===== src/rtl/partitioned_bloom_filter_top_macros.svh =====
// Assertion macros for the partitioned Bloom filter.
// Included by the modules that carry concurrent assertions.
`ifndef PARTITIONED_BLOOM_FILTER_TOP_MACROS_SVH
`define PARTITIONED_BLOOM_FILTER_TOP_MACROS_SVH

// The consequent must hold in the same cycle as the antecedent.
`define PBF_ASSERT_NOW(lbl, ck, rn, ante, cons, msg) \
    lbl: assert property (@(posedge ck) disable iff (!rn) (ante) |-> (cons)) \
        else $error(msg);

// The consequent must hold in the cycle after the antecedent.
`define PBF_ASSERT_NEXT(lbl, ck, rn, ante, cons, msg) \
    lbl: assert property (@(posedge ck) disable iff (!rn) (ante) |=> (cons)) \
        else $error(msg);

`endif


===== src/rtl/pbf_pkg.sv =====
// Shared types and constants for the partitioned Bloom filter.
// No dependencies; every other file except the assertion macros imports this package.
`timescale 1ns / 1ps

package pbf_pkg;

    // Fixed field widths.
    localparam int MAX_HASHES      = 8;
    localparam int DEF_MAX_BUCKETS = 1024;
    localparam int HASH_WIDTH      = 32;
    localparam int HC_W            = 4;
    localparam int BKT_W           = 11;
    localparam int COUNT_W         = 14;
    localparam int CFG_IDX_W       = 1;
    localparam int CFG_DATA_W      = 11;

    // Remainder unit: bits of the hash consumed per cycle.
    localparam int STEP_BITS = 4;
    localparam int DIV_STEPS = HASH_WIDTH / STEP_BITS;
    localparam int DIV_CNT_W = $clog2(DIV_STEPS);

    // Operation codes.
    localparam logic [1:0] OP_INSERT = 2'd0;
    localparam logic [1:0] OP_QUERY  = 2'd1;
    localparam logic [1:0] OP_CLEAR  = 2'd2;

    // Configuration register indexes.
    localparam logic [CFG_IDX_W-1:0] CFG_HASH_COUNT = 1'b0;
    localparam logic [CFG_IDX_W-1:0] CFG_BUCKETS    = 1'b1;

    typedef logic [1:0] op_t;

    // One classified transaction on its way from the front to the back.
    typedef struct packed {
        op_t                                op;
        logic [MAX_HASHES-1:0]              mask;
        logic [MAX_HASHES-1:0][BKT_W-1:0]   bucket;
    } pbf_entry_t;

endpackage


===== src/rtl/pbf_item_if.sv =====
// Channel interfaces for input items and results.
// Depends on pbf_pkg.
`timescale 1ns / 1ps

interface pbf_item_if
    import pbf_pkg::*;
();
    logic                  valid;
    logic                  ready;
    op_t                   op;
    logic [HASH_WIDTH-1:0] hash_0;
    logic [HASH_WIDTH-1:0] hash_1;
    logic [HASH_WIDTH-1:0] hash_2;
    logic [HASH_WIDTH-1:0] hash_3;
    logic [HASH_WIDTH-1:0] hash_4;
    logic [HASH_WIDTH-1:0] hash_5;
    logic [HASH_WIDTH-1:0] hash_6;
    logic [HASH_WIDTH-1:0] hash_7;

    modport source (output valid, op, hash_0, hash_1, hash_2, hash_3,
                    hash_4, hash_5, hash_6, hash_7, input ready);
    modport sink (input valid, op, hash_0, hash_1, hash_2, hash_3,
                  hash_4, hash_5, hash_6, hash_7, output ready);
endinterface



===== src/rtl/pbf_front.sv =====
// Front end: accepts transactions and reduces each insert and query hash modulo the bucket count.
// Depends on pbf_pkg and pbf_item_if.
`timescale 1ns / 1ps

module pbf_front
    import pbf_pkg::*;
(
    input  logic                   clk,
    input  logic                   rst_n,
    pbf_item_if.sink               item,
    input  logic                   enable,
    input  logic [BKT_W-1:0]       used_buckets,
    input  logic [MAX_HASHES-1:0]  used_mask,
    output logic                   push_valid,
    input  logic                   push_ready,
    output pbf_entry_t             push_entry
);

    localparam logic [1:0] F_IDLE = 2'd0;
    localparam logic [1:0] F_DIV  = 2'd1;
    localparam logic [1:0] F_PUSH = 2'd2;

    logic [1:0]                         state_reg, state_next;
    logic [DIV_CNT_W-1:0]               step_reg, step_next;
    op_t                                op_reg, op_next;
    logic [MAX_HASHES-1:0]              mask_reg, mask_next;
    logic [MAX_HASHES-1:0][HASH_WIDTH-1:0] hash_reg, hash_next;
    logic [MAX_HASHES-1:0][BKT_W-1:0]   rem_reg, rem_next;
    logic [MAX_HASHES-1:0][HASH_WIDTH-1:0] hash_in;
    logic [MAX_HASHES-1:0][BKT_W-1:0]   rem_step;
    logic                               accept;

    assign hash_in[0] = item.hash_0;
    assign hash_in[1] = item.hash_1;
    assign hash_in[2] = item.hash_2;
    assign hash_in[3] = item.hash_3;
    assign hash_in[4] = item.hash_4;
    assign hash_in[5] = item.hash_5;
    assign hash_in[6] = item.hash_6;
    assign hash_in[7] = item.hash_7;

    assign item.ready = (state_reg == F_IDLE) && enable;
    assign accept     = item.valid && item.ready;

    // Restoring remainder, STEP_BITS hash bits per lane each cycle.
    always_comb
    begin
        logic [BKT_W:0] r;
        for (int l = 0; l < MAX_HASHES; l++)
        begin
            r = {1'b0, rem_reg[l]};
            for (int j = 0; j < STEP_BITS; j++)
            begin
                r = {r[BKT_W-1:0], hash_reg[l][HASH_WIDTH-1-j]};
                if (r >= {1'b0, used_buckets})
                begin
                    r = r - {1'b0, used_buckets};
                end
            end
            rem_step[l] = r[BKT_W-1:0];
        end
    end

    // Sequencer: accept, iterate the remainder, hand off to the queue.
    always_comb
    begin
        state_next = state_reg;
        step_next  = step_reg;
        op_next    = op_reg;
        mask_next  = mask_reg;
        hash_next  = hash_reg;
        rem_next   = rem_reg;
        case (state_reg)
            F_IDLE:
            begin
                if (accept)
                begin
                    op_next   = item.op;
                    mask_next = used_mask;
                    hash_next = hash_in;
                    rem_next  = '0;
                    step_next = '0;
                    if (item.op == OP_INSERT || item.op == OP_QUERY)
                    begin
                        state_next = F_DIV;
                    end
                    else
                    begin
                        state_next = F_PUSH;
                    end
                end
            end
            F_DIV:
            begin
                rem_next = rem_step;
                for (int l = 0; l < MAX_HASHES; l++)
                begin
                    hash_next[l] = hash_reg[l] << STEP_BITS;
                end
                step_next = step_reg + 1'b1;
                if (step_reg == DIV_CNT_W'(DIV_STEPS - 1))
                begin
                    state_next = F_PUSH;
                end
            end
            F_PUSH:
            begin
                if (push_ready)
                begin
                    state_next = F_IDLE;
                end
            end
            default:
            begin
                state_next = F_IDLE;
            end
        endcase
    end

    always_ff @(posedge clk or negedge rst_n)
    begin
        if (!rst_n)
        begin
            state_reg <= F_IDLE;
            step_reg  <= '0;
        end
        else
        begin
            state_reg <= state_next;
            step_reg  <= step_next;
        end
    end

    // Payload registers.
    always_ff @(posedge clk)
    begin
        op_reg   <= op_next;
        mask_reg <= mask_next;
        hash_reg <= hash_next;
        rem_reg  <= rem_next;
    end

    assign push_valid        = (state_reg == F_PUSH);
    assign push_entry.op     = op_reg;
    assign push_entry.mask   = mask_reg;
    assign push_entry.bucket = rem_reg;

endmodule


===== src/flat_wrapper.sv =====
// flat-port wrapper written by rule: the top's interface ports become plain ports
module pbf_front_flat import pbf_pkg::*;
  (clk, rst_n, enable, used_buckets, used_mask, push_valid, push_ready, push_entry, item_valid, item_op, item_hash_0, item_hash_1, item_hash_2, item_hash_3, item_hash_4, item_hash_5, item_hash_6, item_hash_7, item_ready);
  pbf_item_if item_i ();
  input  logic clk;
  input  logic rst_n;
  input  logic enable;
  input  logic [BKT_W-1:0] used_buckets;
  input  logic [MAX_HASHES-1:0] used_mask;
  output logic push_valid;
  input  logic push_ready;
  output pbf_entry_t push_entry;
  input wire logic [$bits(item_i.valid)-1:0] item_valid;
  input wire logic [$bits(item_i.op)-1:0] item_op;
  input wire logic [$bits(item_i.hash_0)-1:0] item_hash_0;
  input wire logic [$bits(item_i.hash_1)-1:0] item_hash_1;
  input wire logic [$bits(item_i.hash_2)-1:0] item_hash_2;
  input wire logic [$bits(item_i.hash_3)-1:0] item_hash_3;
  input wire logic [$bits(item_i.hash_4)-1:0] item_hash_4;
  input wire logic [$bits(item_i.hash_5)-1:0] item_hash_5;
  input wire logic [$bits(item_i.hash_6)-1:0] item_hash_6;
  input wire logic [$bits(item_i.hash_7)-1:0] item_hash_7;
  output wire logic [$bits(item_i.ready)-1:0] item_ready;
  assign item_i.valid = item_valid;
  assign item_i.op = item_op;
  assign item_i.hash_0 = item_hash_0;
  assign item_i.hash_1 = item_hash_1;
  assign item_i.hash_2 = item_hash_2;
  assign item_i.hash_3 = item_hash_3;
  assign item_i.hash_4 = item_hash_4;
  assign item_i.hash_5 = item_hash_5;
  assign item_i.hash_6 = item_hash_6;
  assign item_i.hash_7 = item_hash_7;
  assign item_ready = item_i.ready;
  pbf_front u_core (.clk(clk), .rst_n(rst_n), .item(item_i), .enable(enable), .used_buckets(used_buckets), .used_mask(used_mask), .push_valid(push_valid), .push_ready(push_ready), .push_entry(push_entry));
endmodule

===== config.mk =====
export PLATFORM = sky130hd
export DESIGN_NAME = pbf_front_flat
export DESIGN_NICKNAME = d
export VERILOG_FILES = /design/src/rtl/partitioned_bloom_filter_top_macros.svh /design/src/rtl/pbf_pkg.sv /design/src/rtl/pbf_item_if.sv /design/src/rtl/pbf_front.sv /design/src/flat_wrapper.sv
export SDC_FILE = /design/constraint.sdc
export NUM_CORES = 2
export LEC_CHECK = 0
export CORE_MARGIN = 4
export CORE_UTILIZATION = 40
export CTS_CLUSTER_DIAMETER = 80
export DETAILED_ROUTE_END_ITERATION = 8
export DONT_BUFFER_PORTS = 1
export GPL_TIMING_DRIVEN = 1
export REMOVE_ABC_BUFFERS = 1
export SLEW_MARGIN = 20
export SYNTH_ARGS = -nofsm -noshare
export SYNTH_HDL_FRONTEND = slang
export SYNTH_SLANG_ARGS = --single-unit

===== constraint.sdc =====
create_clock -name clk -period 11.74 [get_ports clk]
set_input_delay 1.174 -clock clk [delete_from_list [all_inputs] [get_ports clk]]
set_output_delay 1.174 -clock clk [all_outputs]
set_load 0.01 [all_outputs]

==> metrics.md <==
| Metric | Value |
|---|---|
| Cell row count | 105 |
| Total routed wirelength | ~100000 microns |
| GRT Util Overall | 21.78% |
| WP data arrival | 11.34 ns |
| # Max-Cap Violations | 0 |
| Setup CP Type | input port to flop |
| Cell count after synthesis | around 3800 |
| CTS Hold Bufs | 0 |
| Routability-driven placement congestion ratio | 0.8966 |
| First-pass GRT wire length | 155200 microns |
| Residual DRC | 0 |
| Share of cells above drive strength 1 | 8.398% |
| Vias in the first global route | 27040 |
| Starting Density | between 40% and 50% |
| CP peak stage delay | 0.67 ns |
| Synthesis Warnings | 0 |
| Placed Area | ~0.035 sq mm |
| Post-Syn Area | 0.03356 sq mm |
| CTS clk-pin slew, worst paths | about 0.050 ns |
| Nets | 4512 |
| DIE HEIGHT | 297.7 microns |
| Max reg flops | approximately 260 |
| Number of routed nets with antenna violations | 0 |
| Setup bufs post-CTS | 0 |
| Layout area overhead | 8.790% |
| Count of cell types in the netlist | 100 |
| GRT overflow | 0 |
| Synthesized flop and latch total | 359 |
| Status | complete, no violations |
| # setup viols final | 0 |
| Clock Tree Buf Depth | 3 |
| Final Hold Vio Count | 0 |
| Num CTS Buffers | 47 |
| Post-cts repair resize count | 0 |
| H-tree depth | 2 |
| Multi-input logic area | approximately 0.022 sq mm |
| Antenna fix cells | 0 |
| Final Instance Area | 0.03652 sq mm |
| Chip width | about 300 microns |
| Worst Tran Pin Value | roughly 1.1 ns |
| Reg2Reg Depth | 39 |
| Vias/cell | 5.685 |
| Number of DRC markers in iteration 0 | 1849 |
| Flop-to-flop setup slack | 1.21 ns |
| RSZ-0062 raised after global routing | false |
| Reg-to-reg endpoint | u_core.push_entry[13] |
| Mean Syn Cell Area | 8.720 sq um |
| Startpoint Class | input port |
| Tightest Hold Check Type | input port to asynchronous set/reset pin |
| Clock Tree Root | clkbuf_16 |
| Critical-path top delay cell | a311o_1 |
| Critical R2R Launch | u_core.push_entry[12] |
| Pins Over Slew Limit | 0 |
| Fillers | between 8000 and 9000 |
| Crit path top cell by count | a21oi_1 |
| Final worst path period share | between 90% and 100% |
| Period minus WS final | 10.95 ns |
| Register area share after synthesis | 32.04% |
| Hold_ws | between 0.2 and 0.3 ns |
| CP endpoint | u_core.push_entry[68] |
| Die footprint | about 0.089 sq mm |
| Rel. slew slack | 28.71% |
| Drt wl/cell | 20.26 microns |
| First-pass DRT Iterations | 6 |
| Fraction of registers with async set/reset | 1.393% |
| Number of flops mapped to enable cells by yosys | between 300 and 400 |
| Peak Freq | 91.34 MHz |
| Dpl hpwl | ~73000 microns |
| CTS tree | built |
| Port bufs | 0 |
| Core area | approximately 0.083 sq mm |
| Most used DFF post-synth | edfxtp_1 |
| Clk Latency, worst-skew pair | 0.61 ns |
| Sink Count | 359 |
| Worst Setup SP | used_buckets[5] |
| CP max FO | 31 |
| Clk_skew | ~0.021 ns |
| Total number of vias | 28150 |
| Crit path capture type | flop |
| Top-Level Pins | 382 |
| Worst EP required | 12.14 ns |
| Pin count of the biggest net entering global routing | 180 |
| Reg area | 0.01076 sq mm |
| Initial antenna violation count | 2 |
-- critical path, delay by kind of cell --
kind	cells	cell delay, ns
buf+inv	3	0.60
compound gates	24	6.06
fa+ha+maj	4	1.54
simple gates	8	1.95
-- logic make-up (layout without fill, tap and decap cells) --
kind of cell | Yosys count | after routing | synth area share [%]
buffers and inverters | 293 | 326 | 3.396
adders and majority gates | 386 | 386 | 15.10
DFF | 359 | 359 | 32.04
AOI/OAI and AO/OA | 801 | 801 | 16.28
muxes | 196 | 196 | 6.333
and+or+nand+nor | 1612 | 1612 | 21.57
xor gates and xnor gates | 202 | 202 | 5.271
-- how the worst min path moves through the flow --
stage	startpoint	endpoint	slack, ns
floorplan	u_core.state_reg[1]	u_core.state_reg[0]	0.47
global placement	u_core.hash_reg[147]	u_core.hash_reg[151]	0.49
detailed placement	u_core.hash_reg[234]	u_core.hash_reg[238]	0.49
CTS	rst_n	u_core.state_reg[1]	0.21
global route	rst_n	u_core.state_reg[1]	0.22
finish	rst_n	u_core.state_reg[1]	0.27
-- final cells by class --
| type | count | area share, % |
|---|---|---|
| Multi-Input combinational cell | 3197 | 59.42 |
| Sequential cell | 359 | 29.45 |
| Tap cell | 1070 | 3.666 |
| Clock buffer | 55 | 3.361 |
| Inverter | 182 | 1.874 |
| Timing Repair Buffer | 57 | 1.412 |
| Clock inverter | 32 | 0.8155 |
-- layer usage --
layer  track usage, %  wire [microns]
met4            6.104            2796
met2            36.44           46830
met5                0              30
met3            4.609            6439
met1            28.54           44240
-- cell usage in the layout (no fill, tap or decap), types with 32 or more instances in the layout --
cell,count
a211oi_1,34
a21o_1,73
a21oi_1,195
and2_1,43
buf_4,50
clkbuf_16,48
edfxtp_1,354
fa_1,32
ha_1,354
inv_1,171
mux2_2,120
mux2i_1,72
nand2_1,838
nand2b_1,41
nand3_1,59
nand4_1,70
nor2_1,280
nor2b_1,71
nor3_1,69
o21a_1,50
o21ai_0,153
xnor2_1,124
xor2_1,78
-- stage by stage --
stage	setup slack (ns)	setup TNS, ns	utilization, %	std cells
finish	0.7919	0	44.19	4952
CTS	0.9891	0	44.17	4951
global placement	0.4874	0	42.33	4864
floorplan	-10.04	-3460.71	-	3738
detailed placement	0.3661	0	42.33	4864
global route	0.1838	0	44.19	4952
-- synth_stat cells (all sizes together) (44+ instances only) --
cell / n / area, sq um
ha: 354 / 4429
nand4: 70 / 437.9
edfxtp: 354 / 10630
a21oi: 195 / 975.9
nand3: 59 / 295.3
nor3: 69 / 345.3
xor2: 78 / 683.2
inv: 182 / 683.2
o21ai: 160 / 804.5
mux2: 122 / 1378
nor2: 280 / 1051
xnor2: 124 / 1086
o21a: 50 / 375.4
and2: 44 / 277.8
mux2i: 74 / 748.2
nand2: 840 / 3156
nor2b: 72 / 450.4
a21o: 73 / 548.0
clkbuf: 89 / 334.1
Power is left out: the tool's default activity adds up to more than one toggle a clock period on the data nets, which glitch-free logic cannot reach.
