===== config.mk =====
export PLATFORM = sky130hd
export DESIGN_NAME = pbf_queue
export DESIGN_NICKNAME = d
export VERILOG_FILES = /design/src/rtl/partitioned_bloom_filter_top_macros.svh /design/src/rtl/pbf_pkg.sv /design/src/rtl/pbf_queue.sv
export SDC_FILE = /design/constraint.sdc
export NUM_CORES = 1
export LEC_CHECK = 0
export ABC_AREA = 1
export ABC_CLOCK_PERIOD_IN_PS = 12190
export BUFFER_PORTS_ARGS = -buffer_cell sky130_fd_sc_hd__buf_2
export CAP_MARGIN = 20
export CELL_PAD_IN_SITES_DETAIL_PLACEMENT = 0
export CELL_PAD_IN_SITES_GLOBAL_PLACEMENT = 1
export CORE_ASPECT_RATIO = 0.8
export CORE_UTILIZATION = 44
export DETAILED_ROUTE_END_ITERATION = 12
export PLACE_DENSITY = 0.83
export SYNTH_ARGS = -nofsm -noshare
export SYNTH_HDL_FRONTEND = slang
export SYNTH_SLANG_ARGS = --single-unit

===== constraint.sdc =====
create_clock -name clk -period 12.19 [get_ports clk]
set_input_delay 0.6095 -clock clk [delete_from_list [all_inputs] [get_ports clk]]
set_output_delay 0.6095 -clock clk [all_outputs]
set_load 0.05 [all_outputs]

===== src/rtl/partitioned_bloom_filter_top_macros.svh =====
// Assertion macros for the partitioned Bloom filter.
// Included by the modules that carry concurrent assertions.
`ifndef PARTITIONED_BLOOM_FILTER_TOP_MACROS_SVH
`define PARTITIONED_BLOOM_FILTER_TOP_MACROS_SVH

// The consequent must hold in the same cycle as the antecedent.
`define PBF_ASSERT_NOW(lbl, ck, rn, ante, cons, msg) \
    lbl: assert property (@(posedge ck) disable iff (!rn) (ante) |-> (cons)) \
        else $error(msg);

// The consequent must hold in the cycle after the antecedent.
`define PBF_ASSERT_NEXT(lbl, ck, rn, ante, cons, msg) \
    lbl: assert property (@(posedge ck) disable iff (!rn) (ante) |=> (cons)) \
        else $error(msg);

`endif


===== src/rtl/pbf_pkg.sv =====
// Shared types and constants for the partitioned Bloom filter.
// No dependencies; every other file except the assertion macros imports this package.
`timescale 1ns / 1ps

package pbf_pkg;

    // Fixed field widths.
    localparam int MAX_HASHES      = 8;
    localparam int DEF_MAX_BUCKETS = 1024;
    localparam int HASH_WIDTH      = 32;
    localparam int HC_W            = 4;
    localparam int BKT_W           = 11;
    localparam int COUNT_W         = 14;
    localparam int CFG_IDX_W       = 1;
    localparam int CFG_DATA_W      = 11;

    // Remainder unit: bits of the hash consumed per cycle.
    localparam int STEP_BITS = 4;
    localparam int DIV_STEPS = HASH_WIDTH / STEP_BITS;
    localparam int DIV_CNT_W = $clog2(DIV_STEPS);

    // Operation codes.
    localparam logic [1:0] OP_INSERT = 2'd0;
    localparam logic [1:0] OP_QUERY  = 2'd1;
    localparam logic [1:0] OP_CLEAR  = 2'd2;

    // Configuration register indexes.
    localparam logic [CFG_IDX_W-1:0] CFG_HASH_COUNT = 1'b0;
    localparam logic [CFG_IDX_W-1:0] CFG_BUCKETS    = 1'b1;

    typedef logic [1:0] op_t;

    // One classified transaction on its way from the front to the back.
    typedef struct packed {
        op_t                                op;
        logic [MAX_HASHES-1:0]              mask;
        logic [MAX_HASHES-1:0][BKT_W-1:0]   bucket;
    } pbf_entry_t;

endpackage


===== src/rtl/pbf_queue.sv =====
// Two-entry queue between the front end and the bit store engine.
// Depends on pbf_pkg.
`timescale 1ns / 1ps

module pbf_queue
    import pbf_pkg::*;
(
    input  logic       clk,
    input  logic       rst_n,
    input  logic       push_valid,
    output logic       push_ready,
    input  pbf_entry_t push_entry,
    output logic       pop_valid,
    input  logic       pop_ready,
    output pbf_entry_t pop_entry
);

    pbf_entry_t  entry_reg [2];
    logic        wr_ptr_reg, rd_ptr_reg;
    logic [1:0]  fill_reg;
    logic        do_push, do_pop;

    assign push_ready = (fill_reg != 2'd2);
    assign pop_valid  = (fill_reg != 2'd0);
    assign pop_entry  = entry_reg[rd_ptr_reg];
    assign do_push    = push_valid && push_ready;
    assign do_pop     = pop_valid && pop_ready;

    // Pointers and fill level.
    always_ff @(posedge clk or negedge rst_n)
    begin
        if (!rst_n)
        begin
            wr_ptr_reg <= 1'b0;
            rd_ptr_reg <= 1'b0;
            fill_reg   <= 2'd0;
        end
        else
        begin
            if (do_push)
            begin
                wr_ptr_reg <= !wr_ptr_reg;
            end
            if (do_pop)
            begin
                rd_ptr_reg <= !rd_ptr_reg;
            end
            if (do_push && !do_pop)
            begin
                fill_reg <= fill_reg + 2'd1;
            end
            else if (do_pop && !do_push)
            begin
                fill_reg <= fill_reg - 2'd1;
            end
        end
    end

    // Entry storage.
    always_ff @(posedge clk)
    begin
        if (do_push)
        begin
            entry_reg[wr_ptr_reg] <= push_entry;
        end
    end

endmodule


==> flow_summary.yaml, run 1 <==
status:
  status: "complete, no violations"
grt:
  antenna_found_initial: 0
  grt_pass1_wl_um: 22510
  grt_max_degree: 101
  overflow: 0
  grt_pass1_vias: 4427
  grtUsageTotal_pct: 17.17
placed_design:
  placed_cells: 939
  hpwl_um: 9121
  place.gp.congestion: 0.7914
  io_buffers: 201
yosys:
  synthArstFlopShare_pct: 2.000
  synth_area_leader_cell: "edfxtp_1"
  synth_seq_cells: 200
  syn-num-nets: 643
  yosysWarningCount: 0
  ys_seq_area_share_pct: 81.61
  ys_types: 14
  ys_top_cells_by_area: "edfxtp_1 (80%), nand2_1 (16%), dfrtp_1 (1.4%), buf_2 (1.1%), buf_4 (0.31%)"
  synth_area_mm2: 0.007335
  netlist_instances: 540
  avgSynthCellArea_um2: 13.58
  synthTopCellsByCount: "nand2_1 (304), edfxtp_1 (196), buf_2 (16)"
  synth-main-ff-cell: "edfxtp_1"
  synth_most_common_cell: "nand2_1"
  synth_top_area_share_pct: 80.25
  synth_edf_count: 196
setup_path:
  worstPathRequired_ns: 11.58
  critPathMaxFanout: 99
  slowest_stage: "inv_4"
  r2r_start: "fill_reg[0]"
  crit_family: "buffers and inverters"
  path_cells: "inv_4, nand2_1, nand2_1, buf_2"
  start_kind: "register"
  arrival_ns: 2.51
  cp_common_cell: "nand2_1"
  crit_path_max_incr_delay_ns: 0.77
  crit_buf_inv: 2
  critPathKind: "reg2out"
  crit_path_start: "rd_ptr_reg"
  critPathCaptureType: "output port"
layout:
  instances_no_fill: 973
  num_antenna_cells: 0
  area_delta_synth_final_pct: 24.43
  fin_nets: 848
  largest_reg_flops: 196
  layout-drive-gt1-share_pct: 31.79
routing:
  vias_per_cell: 4.615
  drc: 0
  dr.pass1.iters: 4
  wirelength_um: 14380
  drtAntennaViolNets: 0
  route.vias.total: 4490
  drt-initial-drc-count: 242
  post_drt_wl_per_cell_um: 14.77
timing:
  slew_headroom_pct: 30.84
  fin_tns_setup_ns: 0
  fmax_mhz: 320.2
  finalHoldViolations: 0
  fin_skew_ns: 0.008507
  setup_viol: 0
  finalCriticalPeriod_ns: 3.123
  maxSlewViolCount: 0
  worst_pin_slew_ns: 1.037
  rsz0062_at_grt: "no"
  fin_crit_sh_pct: 25.62
clocking:
  cts-resized-gates: 0
  path_clk_slew_ns: 0.07
  clkSinkCount: 200
  cts_root_buf: "clkbuf_16"
  clkLatencyLatePin_ns: 0.42
  cts_tree: "yes"
  cts_made_buffers: 17
  h-tree-depth: 4
  cts_max_path_buffers: 2
floorplanning:
  core_area_mm2: 0.01601
  die_height_um: 117.5
  io_pins: 202
  chipWidth_um: 146.4
  start_util_pct: 45.83
  std_cell_rows: 41
  dieArea_mm2: 0.01719
min_path:
  hp-class: "in2reg"
  hp-start: "push_entry[26]"
flow_run:
  cap_violations: 0
## cell families after synthesis
logic type               share of synthesized area [%]
AND/OR/NAND/NOR                                  15.88
adder cells (fa/ha/maj)                         0.1706
XOR/XNOR                                        0.2389
flip-flops                                       81.61
buffers and inverters                            2.098
## worst register-to-register path, stage by stage (launching register included)
cell,delay [ns]
dfrtp_1,0.39
inv_1,0.08
nand2_1,0.10
nand2_1,0.18
nor2_4,0.44
buf_12,0.26
buf_4,0.65
## path summary, 6_finish.rpt
kind	end	slack, ns	depth (start not counted)
max	pop_entry[21]	9.07	4
min	entry_reg[1][26]	0.37	1
max reg2reg	entry_reg[1][27]	9.66	6
min reg2reg	fill_reg[0]	0.52	1
max in group asynchronous	rd_ptr_reg	11.52	2
min in group asynchronous	wr_ptr_reg	0.52	2
## cells in the final DEF (no fill, tap or decap)
cell	synthesis	final
buf_2	16	201
clkinv_4	0	2
ha_1	1	1
inv_4	1	1
nor2_4	0	2
buf_4	3	2
nand2_1	304	304
dlygate4sd3_1	0	1
buf_16	0	1
inv_1	6	6
dfrtp_4	0	1
inv_8	0	1
clkbuf_16	0	17
xor2_1	1	1
buf_12	0	2
nand3_1	2	2
clkbuf_1	0	1
nand4_1	1	1
clkinvlp_4	0	4
edfxtp_1	196	196
xnor2_1	1	1
dfrtp_1	4	3
inv_6	0	2
clkinv_2	0	5
## metrics by stage
step	cell area, um2	hold slack (ns)	setup WS, ns	utilization [%]
floorplan	7335	0.3139	6.534	-
global placement	8518	0.4201	9.168	53.22
detailed placement	8558	0.4228	9.120	53.47
CTS	9099	0.3540	8.663	56.85
global route	9126	0.3523	8.868	57.02
finish	9126	0.3743	9.067	57.02
## layout make-up
type / count / area, um2
fill: 1359 / 6879
sequential: 200 / 5989
multi-input combinational: 312 / 1210
timing repair buffer: 207 / 1099
clock buffer: 18 / 429.2
tap: 215 / 269.0
clock inverter: 14 / 101.3
inverter: 7 / 28.78
## routing by layer
metal / share of wire (%) / vias up / track usage, %
met5: 0 / - / 0
met4: 0.42 / 0 / 3.906
met3: 9.9 / 4 / 7.481
met2: 45 / 176 / 25.60
met1: 44 / 2076 / 23.27
li1: - / 2234 / -
## timing repair
action | CTS | global route
endpoints found under the hold margin | 4 | 0
setup endpoints to repair | 0 | 0
hold buffers | 1 | 0
setup buffers | 0 | 0
Power of run 1 is not shown: default switching activity piles up to over one toggle a cycle in this logic, so the estimate is an artifact.
==> run 2: changes to the inputs <==
--- a/config.mk
+++ b/config.mk
@@ -5,8 +5,8 @@
 export SDC_FILE = /design/constraint.sdc
 export NUM_CORES = 1
 export LEC_CHECK = 0
-export ABC_AREA = 1
-export ABC_CLOCK_PERIOD_IN_PS = 12190
+export ABC_AREA = 0
+export ABC_CLOCK_PERIOD_IN_PS = 3200
 export BUFFER_PORTS_ARGS = -buffer_cell sky130_fd_sc_hd__buf_2
 export CAP_MARGIN = 20
 export CELL_PAD_IN_SITES_DETAIL_PLACEMENT = 0
@@ -14,7 +14,7 @@
 export CORE_ASPECT_RATIO = 0.8
 export CORE_UTILIZATION = 44
 export DETAILED_ROUTE_END_ITERATION = 12
-export PLACE_DENSITY = 0.83
+export PLACE_DENSITY = 0.79
 export SYNTH_ARGS = -nofsm -noshare
 export SYNTH_HDL_FRONTEND = slang
 export SYNTH_SLANG_ARGS = --single-unit
==> constraint.sdc (replaced) <==
create_clock -name clk -period 3.2 [get_ports clk]
set_input_delay 0.16 -clock clk [delete_from_list [all_inputs] [get_ports clk]]
set_output_delay 0.16 -clock clk [all_outputs]
set_load 0.05 [all_outputs]
==> flow_summary.yaml, run 2 <==
layout:
  final_cell_area_mm2: 0.01017
  layout-drive-gt1-share_pct: 52.08
  area_delta_synth_final_pct: 39.37
  final_cell_mix: "buf_2 (201), edfxtp_1 (196), dlygate4sd3_1 (99), mux2_2 (88), clkbuf_16 (17)"
  post-route-util_pct: 63.52
  instances_no_fill: 864
  layout_commonest_cell: "buf_2"
  largest_reg_flops: 196
  fin_nets: 739
  num_antenna_cells: 0
floorplanning:
  io_pins: 202
  std_cell_rows: 41
  start_util_pct: 45.58
  dieArea_mm2: 0.01710
  core_area_mm2: 0.01601
  chipWidth_um: 146.0
  die_height_um: 117.2
setup_path:
  reg2regPathDepth: 3
  critPathKind: "reg2out"
  critPathMaxFanout: 68
  crit_path_start: "rd_ptr_reg"
  critPathCaptureType: "output port"
  arrival_ns: 2.25
  crit_cells: 3
  crit_family: "flip-flops"
  crit_end: "pop_entry[48]"
  start_kind: "register"
  rrSetupSlack_ns: 1.28
  slowest_stage: "dfrtp_4"
  r2r_start: "fill_reg[0]"
  crit_path_max_incr_delay_ns: 0.74
  reg2reg_to: "entry_reg[1][90]"
  crit_buf_inv: 2
  path_cells: "buf_12, mux2_2, buf_2"
  worstPathRequired_ns: 3.04
routing:
  dr.pass1.iters: 4
  post_drt_wl_per_cell_um: 16.30
  drt-initial-drc-count: 195
  vias_per_cell: 4.655
  wirelength_um: 14080
  route.vias.total: 4022
  drc: 0
  drtAntennaViolNets: 0
timing:
  finalCriticalPeriod_ns: 2.414
  fin_tns_setup_ns: 0
  fin_skew_ns: 0.008697
  holdWs_ns: 0.02613
  slew_headroom_pct: 47.44
  rsz0062_at_grt: "no"
  fin_crit_sh_pct: 75.44
  maxSlewViolCount: 0
  fmax_mhz: 414.3
  finalHoldViolations: 0
  worst_pin_slew_ns: 0.7884
  setup_viol: 0
clocking:
  cts_max_path_buffers: 2
  cts_setup_buffers: 0
  cts_tree: "yes"
  cts_made_buffers: 17
  path_clk_slew_ns: 0.06
  cts_root_buf: "clkbuf_16"
  cts-resized-gates: 0
  clkSinkCount: 200
  h-tree-depth: 4
  clkLatencyLatePin_ns: 0.42
min_path:
  hp-class: "in2reg"
pwr:
  p_leak_nw: 3.867
  pwr-share-seq_pct: 37.3
  p_int_mw: 6.043
  clockPowerShare_pct: 21.2
  power_density_mw_per_mm2: 1004
  peakVddDrop_uv: 636.5
  power.switching_mw: 4.160
  comb_power_share_pct: 41.5
  switching_share_pct: 40.77
placed_design:
  place.gp.congestion: 0.7849
  io_buffers: 201
  placed_area_mm2: 0.008574
  placed_cells: 733
  hpwl_um: 8309
status:
  status: "complete, no violations"
grt:
  grt_pass1_vias: 4167
  grt_max_degree: 69
  antenna_found_initial: 1
  grtUsageTotal_pct: 16.98
  grt_pass1_wl_um: 21380
  overflow: 0
yosys:
  synthArstFlopShare_pct: 2.000
  synth_edf_count: 196
  synth_area_mm2: 0.007294
  synth_seq_cells: 200
  synthTopCellsByCount: "edfxtp_1 (196), mux2_2 (88), mux2_4 (10)"
  synth-main-ff-cell: "edfxtp_1"
  syn-num-nets: 426
  ys_seq_area_share_pct: 82.06
  synth_top_area_share_pct: 80.69
  synth_area_leader_cell: "edfxtp_1"
  synth_most_common_cell: "edfxtp_1"
  yosysWarningCount: 0
  netlist_instances: 323
  ys_types: 15
  avgSynthCellArea_um2: 22.58
  ys_top_cells_by_area: "edfxtp_1 (81%), mux2_2 (14%), mux2_4 (2.1%), dfrtp_1 (1.4%), buf_2 (0.55%)"
flow_run:
  cap_violations: 0
==> run 2: cell count changes in the layout (fill, tap and decap cells not counted), moves of 3 or more <==
cell,change
nand2_1,-302
inv_1,-5
dlygate4sd3_1,+98
bufinv_16,+3
mux2_4,+10
mux2_2,+88
==> run 2: repair_timing <==
item	in CTS	in global routing
hold buffers	99	0
hold endpoints to repair	200	0
setup endpoints to repair	0	0
==> run 2: cells by family (layout without fill, tap and decap cells) <==
logic type | Yosys count | in the layout | share of synthesized area, %
buffers and inverters | 12 | 338 | 1.063
and+or+nand+nor | 7 | 7 | 0.4634
xor gates and xnor gates | 5 | 5 | 0.6005
muxes | 98 | 98 | 15.64
DFF | 200 | 200 | 82.06
adders and majority gates | 1 | 1 | 0.1715
==> run 2: worst min-delay path: stages <==
cell and delay, ns:
buf_2 0.10, nand2_1 0.09, xnor2_1 0.07
==> run 2: per-layer routing <==
layer	global-route usage (%)	wire, um
met2	28.01	6836
met4	6.526	181
met5	0	10
met3	5.620	950
met1	21.12	6100
==> run 2: through the flow <==
stage | power [mW] | setup WS, ns
6_report | 10.20 | 0.7860
5_1_grt | 10.61 | 0.6975
4_1_cts | 10.28 | 0.7560
3_5_place_dp | 8.022 | 1.220
3_3_place_gp | 7.968 | 1.238
2_1_floorplan | 7.141 | 0.2157
==> run 2: final cells by class <==
type | count | area [um2]
clock buffer | 19 | 432.9
timing repair buffer | 305 | 2059
clock inverter | 13 | 167.7
tap | 215 | 269.0
inverter | 1 | 3.754
multi-input combinational | 111 | 1244
sequential | 200 | 5989
fill | 1151 | 5839
==> run 2: how the worst min path moves through the flow <==
stage	from	cells after the start	endpoint	slack [ns]
global route	pop_ready	3	rd_ptr_reg	0.04
CTS	pop_ready	3	rd_ptr_reg	0.02
detailed placement	rst_n	1	fill_reg[0]	-0.02
global placement	rst_n	1	fill_reg[1]	-0.03
floorplan	rst_n	0	fill_reg[0]	-0.14
finish	pop_ready	3	rd_ptr_reg	0.03
==> run 2: power groups by stage <==
stage | clock network (mW) | registers (mW) | logic [mW]
after floorplan | 0 | 3.75 | 3.39
after global placement | 0 | 3.84 | 4.13
after detailed placement | 0 | 3.87 | 4.16
after CTS | 2.20 | 3.81 | 4.27
after global routing | 2.31 | 3.87 | 4.43
final | 2.16 | 3.80 | 4.24
Note: power is estimated with default switching activity, not from simulation.
==> run 3: changes to the inputs <==
--- a/config.mk
+++ b/config.mk
@@ -5,14 +5,14 @@
 export SDC_FILE = /design/constraint.sdc
 export NUM_CORES = 1
 export LEC_CHECK = 0
-export ABC_AREA = 0
-export ABC_CLOCK_PERIOD_IN_PS = 3200
+export ABC_AREA = 1
+export ABC_CLOCK_PERIOD_IN_PS = 2300
 export BUFFER_PORTS_ARGS = -buffer_cell sky130_fd_sc_hd__buf_2
 export CAP_MARGIN = 20
 export CELL_PAD_IN_SITES_DETAIL_PLACEMENT = 0
 export CELL_PAD_IN_SITES_GLOBAL_PLACEMENT = 1
 export CORE_ASPECT_RATIO = 0.8
-export CORE_UTILIZATION = 44
+export CORE_UTILIZATION = 41
 export DETAILED_ROUTE_END_ITERATION = 12
 export PLACE_DENSITY = 0.79
 export SYNTH_ARGS = -nofsm -noshare
==> constraint.sdc (replaced) <==
create_clock -name clk -period 2.3 [get_ports clk]
set_input_delay 0.115 -clock clk [delete_from_list [all_inputs] [get_ports clk]]
set_output_delay 0.115 -clock clk [all_outputs]
set_load 0.05 [all_outputs]
==> flow_summary.yaml, run 3 (synthesis results as in run 1) <==
status:
  status: "complete, no violations"
clocking:
  cts_max_path_buffers: 2
  clkLatencyLatePin_ns: 0.42
  clkSinkCount: 200
  h-tree-depth: 4
  cts_made_buffers: 17
  path_clk_slew_ns: 0.07
  cts_root_buf: "clkbuf_16"
  cts_tree: "yes"
placed_design:
  hpwl_um: 9260
  place_ws_ns: 0.4878
  io_buffers: 201
  placed_area_mm2: 0.008643
  place.gp.congestion: 0.7833
pwr:
  peakVddDrop_uv: 834.1
  power_density_mw_per_mm2: 1455
  p_leak_nw: 4.395
setup_path:
  arrival_ns: 2.04
  worstPathRequired_ns: 2.18
  slowest_stage: "dfrtp_4"
  start_kind: "register"
  path_cells: "inv_4, buf_16, nand2_1, nand2_1, buf_2"
  critPathKind: "reg2out"
  critPathCaptureType: "output port"
  cp_common_cell: "nand2_1"
  critPathMaxFanout: 50
  crit_path_max_incr_delay_ns: 0.68
  crit_buf_inv: 3
  crit_family: "flip-flops"
routing:
  drtAntennaViolNets: 0
  route.vias.total: 4956
  drt-initial-drc-count: 331
  dr.pass1.iters: 5
  wirelength_um: 16000
  post_drt_wl_per_cell_um: 14.76
  vias_per_cell: 4.572
  drc: 0
layout:
  num_antenna_cells: 0
  layout_commonest_cell: "nand2_1"
  layout-drive-gt1-share_pct: 28.29
  final_cell_area_mm2: 0.01025
  final_cell_mix: "nand2_1 (302), buf_2 (201), edfxtp_1 (196), dlygate4sd3_1 (101), clkbuf_16 (18)"
  post-route-util_pct: 58.79
  fin_nets: 950
  area_delta_synth_final_pct: 39.71
  largest_reg_flops: 196
grt:
  grt_pass1_wl_um: 23970
  grtUsageTotal_pct: 17.42
  grt_pass1_vias: 4956
  antenna_found_initial: 0
  overflow: 0
  grt_max_degree: 100
timing:
  setup_viol: 0
  worst_pin_slew_ns: 0.5678
  fmax_mhz: 464.5
  finalCriticalPeriod_ns: 2.153
  finalHoldViolations: 0
  fin_skew_ns: 0.005856
  fin_crit_sh_pct: 93.61
  rsz0062_at_grt: "no"
  slew_headroom_pct: 62.15
  fin_ws_ns: 0.1470
  maxSlewViolCount: 0
floorplanning:
  io_pins: 202
  dieArea_mm2: 0.01843
  die_height_um: 121.6
  core_area_mm2: 0.01743
  start_util_pct: 42.08
  chipWidth_um: 151.5
  std_cell_rows: 43
flow_run:
  cap_violations: 0
min_path:
  hp-class: "in2async"
run 3: changes by cell type in the layout (fill, tap and decap cells not counted), moves of 3 or more:
cell | previous run | this run
clkinv_1 | 0 | 3
clkinvlp_4 | 3 | 0
inv_1 | 1 | 5
mux2_2 | 88 | 0
mux2_4 | 10 | 0
nand2_1 | 2 | 302
run 3: through the flow:
step,total power [mW],std cells,TNS [ns],hold WS (ns)
5_1_grt,15.63,1084,0,0.02157
3_5_place_dp,11.97,951,0,-0.07483
4_1_cts,14.91,1083,0,0.01922
3_3_place_gp,11.87,951,0,-0.07452
2_1_floorplan,10.35,540,-45.17,-0.1806
6_report,14.91,1084,0,0.03104
run 3: what timing repair did:
item / CTS / global route
gates resized for setup: 0 / 2
buffers inserted: 0 / 0
endpoints found under the hold margin: 202 / 0
hold buffers: 101 / 0
endpoints found under the setup margin: 0 / 61
run 3: cell type report:
cell class / instances / area [um2]
sequential: 200 / 5989
tap: 225 / 281.5
clock inverter: 14 / 131.4
clock buffer: 17 / 425.4
multi-input combinational: 312 / 1242
timing repair buffer: 309 / 2148
inverter: 7 / 28.78
fill: 1408 / 7184
run 3: final timing paths:
path	startpoint	to	slack, ns	cells past startpoint
hold reg to reg	fill_reg[0]	fill_reg[0]	0.52	1
setup reg to reg	fill_reg[0]	entry_reg[1][66]	0.66	5
min in group clk	push_entry[91]	entry_reg[1][91]	0.41	2
hold / removal	rst_n	fill_reg[0]	0.03	2
setup / recovery	rd_ptr_reg	pop_entry[24]	0.15	5
max in group asynchronous	rst_n	rd_ptr_reg	2.13	2
run 3: worst reg2reg max path: cells and delay by family, from the launching register on:
family	cells	cell delay [ns]
buf+inv	2	0.53
flops	1	0.40
simple gates	3	0.27
run 3: per-layer routing:
metal,vias to the layer above,track usage (%),routed length (um)
met5,-,0,0
met4,0,5.879,201
met3,16,4.682,1039
met2,177,28.97,7621
met1,2332,22.10,7136
li1,2431,-,-
run 3: power by group:
| group | total (mW) | leakage [nW] | internal, mW | switching [mW] |
|---|---|---|---|---|
| Sequential | 5.29 | 1.87 | 4.98 | 0.313 |
| Combinational | 6.79 | 2.25 | 1.43 | 5.37 |
| Clock | 2.83 | 0.280 | 1.59 | 1.24 |
| Total | 14.9 | 4.40 | 7.99 | 6.92 |
